File: config.mk
export PLATFORM = sky130hd
export DESIGN_NAME = node_link_table_top
export DESIGN_NICKNAME = d
export VERILOG_FILES = /design/src/hdl/nlt_pkg.sv /design/src/hdl/nlt_ram.sv /design/src/hdl/node_link_table_top.sv
export SDC_FILE = /design/constraint.sdc
export NUM_CORES = 1
export LEC_CHECK = 0
export BUFFER_PORTS_ARGS = -buffer_cell sky130_fd_sc_hd__buf_2
export CORE_MARGIN = 2
export CORE_UTILIZATION = 40
export DETAILED_ROUTE_END_ITERATION = 8
export GPL_TIMING_DRIVEN = 0
export HOLD_SLACK_MARGIN = 0.1
export REMOVE_ABC_BUFFERS = 1
export SYNTH_ARGS = -nofsm -noshare
export SYNTH_HDL_FRONTEND = slang
export SYNTH_SLANG_ARGS = --single-unit
File: constraint.sdc
create_clock -name clk -period 6.1 [get_ports clk]
set_input_delay 0.61 -clock clk [delete_from_list [all_inputs] [get_ports clk]]
set_output_delay 0.61 -clock clk [all_outputs]
set_load 0.01 [all_outputs]
File: src/hdl/nlt_pkg.sv
`default_nettype none
package nlt_pkg;

	// table size default
	localparam int TABLE_DEPTH_DEF = 16;

	// field widths
	localparam int ACTION_W = 2;
	localparam int ID_W     = 8;
	localparam int STATUS_W = 3;
	localparam int COUNT_W  = 5;
	localparam int ENTRY_W  = 3 * ID_W;

	// request codes
	localparam logic [ACTION_W-1:0] ACT_ADD    = 2'd0;
	localparam logic [ACTION_W-1:0] ACT_REMOVE = 2'd1;
	localparam logic [ACTION_W-1:0] ACT_LOOKUP = 2'd2;

	// result codes
	localparam logic [STATUS_W-1:0] ST_UPDATED = 3'd0;
	localparam logic [STATUS_W-1:0] ST_ADDED   = 3'd1;
	localparam logic [STATUS_W-1:0] ST_FULL    = 3'd2;
	localparam logic [STATUS_W-1:0] ST_MISSING = 3'd3;
	localparam logic [STATUS_W-1:0] ST_DONE    = 3'd4;

	typedef struct packed {
		logic [ACTION_W-1:0] action;
		logic [ID_W-1:0]     node_id;
		logic [ID_W-1:0]     upstream_in;
		logic [ID_W-1:0]     downstream_in;
	} req_t;

	typedef struct packed {
		logic [STATUS_W-1:0] status;
		logic [ID_W-1:0]     upstream_out;
		logic [ID_W-1:0]     downstream_out;
		logic [COUNT_W-1:0]  entry_count;
	} rsp_t;

endpackage
`default_nettype wire

File: src/hdl/nlt_ram.sv
`default_nettype none
module nlt_ram #(
	parameter int WIDTH = 24,
	parameter int DEPTH = 16,
	parameter int AW    = (DEPTH > 1) ? $clog2(DEPTH) : 1
) (
	input  wire logic             clk,
	input  wire logic             we,
	input  wire logic [AW-1:0]    waddr,
	input  wire logic [WIDTH-1:0] wdata,
	input  wire logic [AW-1:0]    raddr,
	output logic      [WIDTH-1:0] rdata
);

	logic [WIDTH-1:0] mem_q [DEPTH];

	// write port, registered read port
	always_ff @(posedge clk) begin
		if (we) begin
			mem_q[waddr] <= wdata;
		end
		rdata <= mem_q[raddr];
	end

endmodule
`default_nettype wire

File: src/hdl/node_link_table_top.sv
// A request is accepted in idle, then walks the entry RAM one entry per cycle
// (search, skipped for an empty table), decides, and, for a remove, moves
// each later entry down one slot before the result is made ready.
// A new request is taken only once the current result has been placed in
// the output register, which waits while out_ready holds off a pending beat.
// Reset: arst_n clears the entry count and control; the RAM is not cleared.
`default_nettype none
module node_link_table_top #(
	parameter int TABLE_DEPTH = nlt_pkg::TABLE_DEPTH_DEF
) (
	input  wire logic          clk,
	input  wire logic          arst_n,
	input  wire logic          in_valid,
	output logic               in_ready,
	input  wire nlt_pkg::req_t in_data,
	output logic               out_valid,
	input  wire logic          out_ready,
	output nlt_pkg::rsp_t      out_data
);
	import nlt_pkg::*;

	localparam int AW = (TABLE_DEPTH > 1) ? $clog2(TABLE_DEPTH) : 1;
	localparam int CW = $clog2(TABLE_DEPTH + 1);
	localparam logic [CW-1:0] DEPTH_C = CW'(TABLE_DEPTH);

	localparam logic [2:0] S_IDLE   = 3'd0;
	localparam logic [2:0] S_SEARCH = 3'd1;
	localparam logic [2:0] S_DECIDE = 3'd2;
	localparam logic [2:0] S_SHIFT  = 3'd3;
	localparam logic [2:0] S_RESP   = 3'd4;

	logic [2:0]          state_q;
	req_t                req_q;
	logic                hit_q;
	logic [AW-1:0]       slot_q;
	logic [AW-1:0]       cmp_idx_q;
	logic [AW-1:0]       sh_idx_q;
	logic [CW-1:0]       count_q;
	logic [STATUS_W-1:0] status_q;
	logic [ID_W-1:0]     up_q;
	logic [ID_W-1:0]     down_q;
	logic                out_valid_q;
	rsp_t                out_q;

	logic                ram_we;
	logic [AW-1:0]       ram_waddr;
	logic [ENTRY_W-1:0]  ram_wdata;
	logic [AW-1:0]       ram_raddr;
	logic [ENTRY_W-1:0]  ram_rdata;

	logic                in_fire;
	logic                id_match;
	logic                last_cmp;
	logic                more_shift;
	logic                slot_has_next;
	logic                out_free;

	nlt_ram #(
		.WIDTH(ENTRY_W),
		.DEPTH(TABLE_DEPTH),
		.AW   (AW)
	) u_ram (
		.clk  (clk),
		.we   (ram_we),
		.waddr(ram_waddr),
		.wdata(ram_wdata),
		.raddr(ram_raddr),
		.rdata(ram_rdata)
	);

	assign in_ready      = (state_q == S_IDLE);
	assign in_fire       = in_valid && in_ready;
	assign out_valid     = out_valid_q;
	assign out_data      = out_q;
	assign out_free      = !out_valid_q || out_ready;
	assign id_match      = (ram_rdata[ENTRY_W-1 -: ID_W] == req_q.node_id);
	assign last_cmp      = ((CW + 1)'(cmp_idx_q) + 1'b1) == (CW + 1)'(count_q);
	assign slot_has_next = ((CW + 1)'(slot_q) + 1'b1) < (CW + 1)'(count_q);
	assign more_shift    = ((CW + 1)'(sh_idx_q) + 2'd2) < (CW + 1)'(count_q);

	// read address for the entry wanted next cycle
	always_comb begin
		unique case (state_q)
			S_SEARCH: ram_raddr = cmp_idx_q + 1'b1;
			S_DECIDE: ram_raddr = slot_q + 1'b1;
			S_SHIFT:  ram_raddr = sh_idx_q + AW'(2);
			default:  ram_raddr = '0;
		endcase
	end

	// write back: update, append, or move an entry down one slot
	always_comb begin
		ram_we    = 1'b0;
		ram_waddr = slot_q;
		ram_wdata = {req_q.node_id, req_q.upstream_in, req_q.downstream_in};
		unique case (state_q)
			S_DECIDE: begin
				if (req_q.action == ACT_ADD) begin
					if (hit_q) begin
						ram_we = 1'b1;
					end else if (count_q < DEPTH_C) begin
						ram_we    = 1'b1;
						ram_waddr = AW'(count_q);
					end
				end
			end
			S_SHIFT: begin
				ram_we    = 1'b1;
				ram_waddr = sh_idx_q;
				ram_wdata = ram_rdata;
			end
			default: begin
				ram_we = 1'b0;
			end
		endcase
	end

	// sequencer
	always_ff @(posedge clk or negedge arst_n) begin
		if (!arst_n) begin
			state_q     <= S_IDLE;
			count_q     <= '0;
			hit_q       <= 1'b0;
			out_valid_q <= 1'b0;
		end else begin
			if (out_valid_q && out_ready) begin
				out_valid_q <= 1'b0;
			end
			unique case (state_q)
				S_IDLE: begin
					if (in_fire) begin
						hit_q     <= 1'b0;
						cmp_idx_q <= '0;
						state_q   <= (count_q == '0) ? S_DECIDE : S_SEARCH;
					end
				end
				S_SEARCH: begin
					if (id_match) begin
						hit_q   <= 1'b1;
						slot_q  <= cmp_idx_q;
						up_q    <= ram_rdata[ENTRY_W-ID_W-1 -: ID_W];
						down_q  <= ram_rdata[ID_W-1:0];
						state_q <= S_DECIDE;
					end else if (last_cmp) begin
						state_q <= S_DECIDE;
					end else begin
						cmp_idx_q <= cmp_idx_q + 1'b1;
					end
				end
				S_DECIDE: begin
					status_q <= ST_MISSING;
					state_q  <= S_RESP;
					if (!(req_q.action == ACT_LOOKUP && hit_q)) begin
						up_q   <= '0;
						down_q <= '0;
					end
					case (req_q.action)
						ACT_ADD: begin
							if (hit_q) begin
								status_q <= ST_UPDATED;
							end else if (count_q >= DEPTH_C) begin
								status_q <= ST_FULL;
							end else begin
								status_q <= ST_ADDED;
								count_q  <= count_q + 1'b1;
							end
						end
						ACT_REMOVE: begin
							if (hit_q) begin
								status_q <= ST_DONE;
								if (slot_has_next) begin
									sh_idx_q <= slot_q;
									state_q  <= S_SHIFT;
								end else begin
									count_q <= count_q - 1'b1;
								end
							end
						end
						ACT_LOOKUP: begin
							if (hit_q) begin
								status_q <= ST_DONE;
							end
						end
						default: begin
							status_q <= ST_MISSING;
						end
					endcase
				end
				S_SHIFT: begin
					if (more_shift) begin
						sh_idx_q <= sh_idx_q + 1'b1;
					end else begin
						count_q <= count_q - 1'b1;
						state_q <= S_RESP;
					end
				end
				S_RESP: begin
					if (out_free) begin
						out_valid_q <= 1'b1;
						state_q     <= S_IDLE;
					end
				end
				default: begin
					state_q <= S_IDLE;
				end
			endcase
		end
	end

	// hold the request, load the result beat
	always_ff @(posedge clk) begin
		if (in_fire) begin
			req_q <= in_data;
		end
		if (state_q == S_RESP && out_free) begin
			out_q.status         <= status_q;
			out_q.upstream_out   <= up_q;
			out_q.downstream_out <= down_q;
			out_q.entry_count    <= COUNT_W'(count_q);
		end
	end

	// count never exceeds the table
	a_count_bound: assert property (@(posedge clk) disable iff (!arst_n)
		count_q <= DEPTH_C)
		else $error("entry count beyond table depth");

	// search only walks valid entries
	a_search_range: assert property (@(posedge clk) disable iff (!arst_n)
		state_q == S_SEARCH |-> (CW + 1)'(cmp_idx_q) < (CW + 1)'(count_q))
		else $error("search index past valid entries");

	// an append grows the table by exactly one
	a_append_grows: assert property (@(posedge clk) disable iff (!arst_n)
		(state_q == S_DECIDE && req_q.action == ACT_ADD && !hit_q && count_q < DEPTH_C)
		|=> count_q == $past(count_q) + 1'b1)
		else $error("append did not grow the table");

	// a hit slot lies within the valid entries
	a_hit_slot: assert property (@(posedge clk) disable iff (!arst_n)
		(state_q == S_DECIDE && hit_q) |-> (CW + 1)'(slot_q) < (CW + 1)'(count_q))
		else $error("hit slot outside valid entries");

endmodule
`default_nettype wire
; ---- After elaboration in Yosys (flattened, before gate mapping)
; Memories as Yosys holds them, arrays and structs flattened. A register that Yosys moved wholly into a read port is not among the register bits.
; Index checks and enable logic that the tools add are counted.
[classes]
muxes = 53
reduce_logical = 21
addsub = 9
n_eq_ne = 25
n_lt_le_gt_ge = 4
[op_table]
columns = op, n
row1 = 4-bit 2-to-1 mux, 10
row2 = 8-bit one-hot mux with 2 select lines, 2
row3 = 3-bit 2-to-1 mux, 9
row4 = 5-bit 2-to-1 mux, 5
row5 = 24-bit 2-to-1 mux, 1
row6 = 8-bit 2-to-1 mux, 3
row7 = 4-bit one-hot mux with 2 select lines, 3
row8 = 5-bit one-hot mux with 2 select lines, 2
row9 = "2-bit inequality test, second input constant", 9
row10 = "3-bit inequality test, second input constant", 5
row11 = 3-bit one-hot mux with 5 select lines, 1
row12 = "4-bit by 1-bit adder with 4-bit output, second input constant", 3
row13 = 4-bit one-hot mux with 3 select lines, 1
row14 = "4-bit by 1-bit adder with 5-bit output, second input constant", 2
row15 = 5-bit less-than comparator, 2
row16 = 1-bit 2-to-1 mux, 10
row17 = 8-bit == test, 1
row18 = 4-bit AND reduction, 2
row19 = 7-bit AND reduction, 1
row20 = "3-bit by 2-bit == test with 1-bit output, second input constant", 2
row21 = 2-bit 2-to-1 mux, 3
row22 = 3-bit one-hot mux with 2 select lines, 1
row23 = 3-bit AND reduction, 2
row24 = 6-bit AND reduction, 1
row25 = other kinds (24), 31
[totals]
register_bits = 91
ram_bits = 384
mem_count = 1
input_bits = 30
word_cells = 131
[memory_table]
columns = memory, words, word_bits, rd, rd_ports_with_merged_regs, wr, line
row1 = u_ram.mem_q, 16, 24, 1, 1, 1, nlt_ram.sv:15  ; logic [WIDTH-1:0] mem_q [DEPTH];

; ---- Depth between registers and ports, before layout
; Gate-level depths: netlist of the first run.
[depth]
ltp_word = 7
mapped_depth = 9
depth_no_buf = 9

; ---- By module
; Synthesis of the first run repeated with hierarchy kept, for this count alone.
[hier_totals]
cells_unflattened = 1010
area_unflattened_um2 = 19324.8
[by_module_without_submodules]
columns = module, seq_area_each_um2, n_inst, cells_each, area_per_inst_um2
row1 = nlt_ram, 12011.5, 1, 636, 14930.6
row2 = node_link_table_top, 2682.6, 1, 374, 4394.2

; ---- Least setup slack after synthesis of the first run
; No wires, ideal clock.
[synth_path]
path_type = register to register
start = register req_q[24] (netlist bit)
end = memory u_ram.mem_q[5][0], enable pin
setup_time_ns = 0.405
synth_period_minus_slack_ns = 3.205
t_required_ns = 5.695
arrival_ns = 2.800
path_stages_with_launch = 10
setup_slack_ns = 2.895
cell_sequence = edfxtp_1 -> inv_1 -> ha_1 -> or3b_1 -> clkbuf_1 -> nand2_1 -> a21oi_1 -> a221oi_1 -> nand3_1 -> nor2_1
[synth_via]
elab_chain_len = 5
elab_cells_between_ends = 7
cone_classes = 6 x mux / 1 x reduce/logical
[synth_lines]
columns = item, line
row1 = start: declaration, node_link_table_top.sv:33  ; req_t req_q;
row2 = start signal: assignment, node_link_table_top.sv:213  ; req_q <= in_data;
row3 = 2-bit logical NOT *, node_link_table_top.sv:98  ; if (req_q.action == ACT_ADD) begin
row4 = 1-bit 2-to-1 mux, node_link_table_top.sv:98
row5 = 1-bit one-hot mux with 2 select lines, node_link_table_top.sv:96  ; unique case (state_q)
row6 = 1-bit 2-to-1 mux, nlt_ram.sv:19  ; if (we) begin
row7 = 1-bit 2-to-1 mux (not written as such), nlt_ram.sv:20  ; mem_q[waddr] <= wdata;
row8 = end: declaration, nlt_ram.sv:15
; Every way passes the cells marked *; elsewhere a longest branch is shown, timed or not.

; ---- Worst setup path after layout of the first run
[layout_path]
start = register state_q[0]
end = memory u_ram.mem_q[13][3], enable pin
[layout_via]
elab_chain_len = 4
elab_cells_between_ends = 6
cone_classes = 2 x eq/ne / 4 x mux
[layout_lines]
columns = item, line
row1 = start: declaration, node_link_table_top.sv:32  ; logic [2:0] state_q;
row2 = start signal: assignment, node_link_table_top.sv:134  ; state_q <= (count_q == '0) ? S_DECIDE : S_SEARCH;
row3 = 3-bit by 2-bit == test with 1-bit output, node_link_table_top.sv:96
row4 = 1-bit one-hot mux with 2 select lines, node_link_table_top.sv:96
row5 = 1-bit 2-to-1 mux, nlt_ram.sv:19
row6 = 1-bit 2-to-1 mux (not written as such), nlt_ram.sv:20
; Parallel ways exist; a longest one is shown, timed or not.

==> results of run 1 <==
[power by group]
group	switching, mW	internal, mW	leakage (nW)
clock	1.24	1.77	0.791
combinational	1.82	1.52	2.13
sequential	0.215	4.38	4.53
total	3.28	7.68	7.45
[kinds of logic (layout without fill, tap and decap cells)]
kind of cell | count (synthesis) | in the layout | share of synthesized area [%]
buffers and inverters | 58 | 196 | 1.61
xor gates and xnor gates | 23 | 23 | 1.04
DFF | 499 | 499 | 75.7
adders and majority gates | 19 | 19 | 1.22
muxes | 98 | 98 | 11.2
and+or+nand+nor | 228 | 228 | 5.23
AOI/OAI and AO/OA | 105 | 105 | 3.95
[sequential cells by signal, indices dropped and copies added, names as in the netlist]
| signal | count |
|---|---|
| state_q | 3 |
| count_q | 5 |
| out_data | 24 |
| status_q | 3 |
| cmp_idx_q | 4 |
| up_q | 8 |
| down_q | 8 |
| sh_idx_q | 4 |
| u_ram.rdata | 24 |
| req_q | 26 |
| out_valid | 1 |
| hit_q | 1 |
| u_ram.mem_q | 384 |
| slot_q | 4 |
[how the worst max path moves through the flow]
stage	depth (start not counted)	slack (ps)	endpoint
2_1_floorplan	6	-70	u_ram.rdata[0]
3_3_place_gp	5	-2350	u_ram.rdata[17]
3_5_place_dp	6	2500	u_ram.mem_q[8][21]
4_1_cts	6	2470	u_ram.mem_q[10][2]
5_1_grt	6	2260	u_ram.mem_q[8][23]
6_report	6	2460	u_ram.mem_q[13][3]
[per-stage QoR]
step / total power [mW] / instance area (sq um)
final: 11.0 / 22800
after global routing: 11.5 / 22800
after CTS: 11.1 / 22800
after detailed placement: 8.06 / 21200
after global placement: 7.79 / 20200
after floorplan: 6.84 / 19100
[cell type report]
| cell class | instances | area (sq um) | area share (%) |
|---|---|---|---|
| tap | 615 | 769 | 3.37 |
| inverter | 11 | 41.3 | 0.181 |
| timing repair buffer | 92 | 1110 | 4.85 |
| multi-input combinational | 473 | 4580 | 20.1 |
| sequential | 499 | 14700 | 64.4 |
| clock buffer | 76 | 1460 | 6.41 |
| clock inverter | 17 | 155 | 0.680 |
[timing repair]
| action | CTS | global route |
|---|---|---|
| setup buffers | 0 | 0 |
| hold buffers | 1 | 0 |
| hold endpoints to repair | 10 | 0 |
[routing by layer]
layer,share of wire [%],vias to the layer above
li1,-,4316
met1,45,5093
met2,48,266
met3,5.1,69
met4,2.2,0
met5,0,-
[worst max-delay path: stages, from the launching register on]
cell     delay [ps]
dfrtp_1         950
and3b_2         660
buf_12          270
a221o_1         210
nand3_1         330
nor2_4          620
buf_16          240
[cell usage after synthesis (all sizes together), types with 2 or more instances]
master and n:
nand3 11, buf 35, a221oi 5, nor3 3, a221o 4, and2 3
o31ai 4, clkbuf 12, nor3b 3, a22oi 49, a31oi 3, xor2 6
nor2 37, ha 19, nor2b 20, a21oi 15, o22ai 2, nor4 2
edfxtp 465, nand2 129, nand2b 5, o21bai 2, nand4 4, xnor2 17
inv 11, o21ai 10, a211oi 2, dfrtp 10, mux4 96, and3 5
dfxtp 24, mux2i 2
==> impl_metrics.json, run 1 <==
{
  "core_area_sq_um": 47800,
  "place_inst": 1689,
  "diodes": 0,
  "clkTransAtPathRegs_ps": 60,
  "powerDensity_nw_per_um2": 480,
  "min_path_type": "in2reg",
  "r2r_start": "state_q[0]",
  "status": "completed",
  "yosysUniqueCellTypes": 56,
  "cts_buffers": 50,
  "htreeDepth": 2,
  "ant_nets": 0,
  "timing.rr.end": "u_ram.mem_q[13][3]",
  "area_growth_pct": 17.5,
  "wire_per_inst_um": 23.9,
  "io_buffer_count": 55,
  "netlist_area_sq_um": 19400,
  "fin_crit_sh_pct": 59.6,
  "end_kind": "register",
  "relSlewSlack_pct": 31.7,
  "pre_cts_ws_ps": 2500,
  "totalWireLength_um": 42600,
  "hold_depth": 1,
  "synth.top_cell.area_share_pct": 71.9,
  "hold_start": "in_data[8]",
  "fin_worst_skew_ps": 23.8,
  "syn_avg_cell_area_sq_um": 18.8,
  "min_period_ps": 3640,
  "startpoint_type": "register",
  "ctsResizeCount": 0,
  "whs_ps": 193,
  "synth-main-ff-cell": "edfxtp_1",
  "layout_common_cells": "edfxtp_1 (465), nand2_1 (128), mux4_2 (96), buf_2 (55), clkbuf_16 (53)",
  "dieArea_sq_um": 50300,
  "via_count": 9744,
  "fmax_mhz": 275,
  "grt_pass1_vias": 10100,
  "start_util_pct": 40.6,
  "drt-pass1-iter-count": 5,
  "ys_seq_area_share_pct": 75.7,
  "antenna_found_initial": 0,
  "fin_ws_ps": 2460,
  "clock_latency_ps": 590,
  "arrival_ps": 3920,
  "tightest_slew_ps": 1020,
  "worstSetupStartpoint": "state_q[0]",
  "grt.overflow.total": 0,
  "ir_drop_mv": 0.213,
  "ff2ff_setup_slack_ps": 2460,
  "synth_seq_cells": 499,
  "synthCells": 1030,
  "rsz0062_at_grt": "false",
  "cts_max_path_buffers": 3,
  "ff2ff_path_depth": 6,
  "final_cells": 1783,
  "hold_viol": 0,
  "die_h_um": 224,
  "grt.met1_usage_pct": 24.3,
  "track_usage_pct": 17.4,
  "nFillCells": 3984,
  "drt-vias-per-instance": 5.46,
  "synth_top_area_cell": "edfxtp_1",
  "grt_max_degree": 29,
  "max_cap_viol_count": 0,
  "holdPathEnd": "req_q[8]",
  "cts_root_buf": "clkbuf_16",
  "slew_viol_final": 0,
  "cp.required_ps": 6380,
  "grt_use_met3_pct": 2.77,
  "final_core_util_pct": 47.7,
  "gr-max-usage-layer": "met2",
  "drive_above_1_share_pct": 24.7,
  "cts_tree": "built",
  "drtIter0Drc": 902,
  "yosysWarnings": 0,
  "setup_tns_ps": 0,
  "finalSetupViolCount": 0,
  "layout_commonest_cell": "edfxtp_1",
  "die_x_um": 224,
  "hpwl_um": 26300,
  "synth_edf_count": 465,
  "gp_congestion": 0.805,
  "cts_num_sinks": 499,
  "use_met2_pct": 28.4,
  "grt_pass1_wl_um": 64100,
  "io_pins": 56,
  "cp_max_fo": 26,
  "synth_area_leaders": "edfxtp_1 (72%), mux4_2 (11%), nand2_1 (2.5%), dfxtp_1 (2.5%), a22oi_1 (1.9%)",
  "layout.nets": 1176,
  "criticalPathCategory": "reg2reg",
  "p_leak_nw": 7.45,
  "drc": 0,
  "ys_async_sr_fraction_pct": 2.00,
  "placementRows": 80
}
(Power assumes the default switching activity.)
==> run 2: changes to the inputs <==
Clock period 6.1 ns to 3.4 ns, I/O delays scaled along.
==> run 2 against run 1 <==
Compared with the run above:
- wire length increased by 2.9%
- clock power rose by 80%
- critical path depth rose by 3
- sequential power is 80% higher
- cell count up 2.5%
- critical path type unchanged
- critical endpoint is now u_ram.mem_q[5][19]
- highest routed layer unchanged
==> impl_metrics.json, run 2 (synthesis results as in run 1) <==
{
  "criticalPathCategory": "reg2reg",
  "fin_ws_ps": 31.3,
  "critPathSlowestCell": "or3b_1",
  "fmax_mhz": 297,
  "cts_max_path_buffers": 3,
  "cts_buffers": 50,
  "largest_registers": "u_ram.mem_q (384), req_q (26)",
  "grt.overflow.total": 0,
  "place_inst": 1689,
  "cp_cell_sequence": "inv_1 -> ha_1 -> or3b_1 -> nand2_1 -> a21oi_1 -> a221oi_1 -> nand2_1 -> nor2_4 -> buf_12",
  "start_util_pct": 40.6,
  "drt-pass1-iter-count": 5,
  "pre_cts_ws_ps": -196,
  "layout_common_cells": "edfxtp_1 (465), nand2_1 (128), mux4_2 (96), buf_2 (55), clkbuf_16 (53)",
  "setup_tns_ps": 0,
  "via_count": 9993,
  "min_period_ps": 3370,
  "clkTransAtPathRegs_ps": 60,
  "hold_viol": 0,
  "startpoint_type": "register",
  "min_path_type": "in2reg",
  "clock_latency_ps": 590,
  "stdcell_area_sq_um": 23300,
  "path_delay_family": "simple AND/OR/NAND/NOR gates",
  "layout.nets": 1220,
  "crit_buf_inv": 2,
  "layout_commonest_cell": "edfxtp_1",
  "die_h_um": 224,
  "drc": 0,
  "relSlewSlack_pct": 35.1,
  "ir_drop_mv": 0.423,
  "path_common_cell": "nand2_1",
  "max_stage_delay_ps": 490,
  "hpwl_um": 26300,
  "largest_reg_flops": 384,
  "grt_pass1_vias": 10200,
  "io_buffer_count": 55,
  "track_usage_pct": 17.6,
  "grt_pass1_wl_um": 64800,
  "p_leak_nw": 7.68,
  "finalSetupViolCount": 0,
  "ant_nets": 0,
  "core_area_sq_um": 47800,
  "drive_above_1_share_pct": 25.4,
  "totalWireLength_um": 43800,
  "htreeDepth": 2,
  "largest-register": "u_ram.mem_q",
  "whs_ps": 126,
  "max_cap_viol_count": 0,
  "place_area_sq_um": 21200,
  "final_core_util_pct": 48.8,
  "grt_max_degree": 29,
  "rsz0062_at_grt": "true",
  "fin_crit_sh_pct": 99.1,
  "antenna_found_initial": 0,
  "arrival_ps": 3650,
  "die_x_um": 224,
  "tightest_slew_ps": 973,
  "cts_tree": "built",
  "drt-vias-per-instance": 5.47,
  "status": "completed",
  "powerDensity_nw_per_um2": 848,
  "diodes": 0,
  "fin_worst_skew_ps": 26.7,
  "end_kind": "register",
  "drtIter0Drc": 873,
  "gp_congestion": 0.805,
  "dieArea_sq_um": 50300,
  "slew_viol_final": 0,
  "final_cells": 1827,
  "cp.required_ps": 3680,
  "cts_root_buf": "clkbuf_16",
  "io_pins": 56,
  "wire_per_inst_um": 24.0,
  "area_growth_pct": 20.3,
  "power_mw": 19.8,
  "cp_max_fo": 19,
  "placementRows": 80,
  "nFillCells": 3944,
  "cts_num_sinks": 499
}
-- run 2: changes by cell type in the layout (fill, tap and decap cells not counted), sizes merged --
cell and delta:
dlygate4sd3 +27, nor2 +1, buf +16
-- run 2: path summary, 6_finish.rpt --
check	start	endpoint	slack, ps	cells past startpoint
min	in_valid	state_q[0]	130	3
min reg2reg	status_q[0]	out_data[21]	420	0
max in group asynchronous	arst_n	state_q[0]	3020	2
max reg2reg	req_q[24]	u_ram.mem_q[5][19]	30	9
max	req_q[24]	u_ram.mem_q[5][19]	30	9
min in group asynchronous	arst_n	count_q[4]	150	2
-- run 2: routing by layer --
metal / vias to the layer above / global-route usage [%] / wire [um]
li1: 4398 / - / -
met1: 5216 / 24.4 / 19100
met2: 305 / 28.8 / 21100
met3: 74 / 2.91 / 2500
met4: 0 / 5.49 / 1040
met5: - / 0 / 0
-- run 2: cell type report --
cell class	count	area [sq um]	area share [%]
timing repair buffer	135	1620	6.95
clock inverter	17	155	0.665
tap	615	769	3.30
sequential	499	14700	63.0
clock buffer	76	1460	6.27
multi-input combinational	474	4590	19.7
inverter	11	41.3	0.177
-- run 2: worst register-to-register path: stages (launching register included) --
cell and delay [ps]:
edfxtp_1 440, inv_1 120, ha_1 250, or3b_1 500, nand2_1 140, a21oi_1 120
a221oi_1 460, nand2_1 400, nor2_4 370, buf_12 250
-- run 2: where the power goes --
group	switching (mW)	internal, mW
clock	2.23	3.18
sequential	0.390	7.86
combinational	3.34	2.78
-- run 2: what timing repair did --
item,4_1_cts,5_1_grt
cloned,0,1
endpoints found under the setup margin,250,170
resized for setup,1,2
pin swaps,8,7
setup buffers,7,9
hold buffers,28,0
endpoints found under the hold margin,37,0
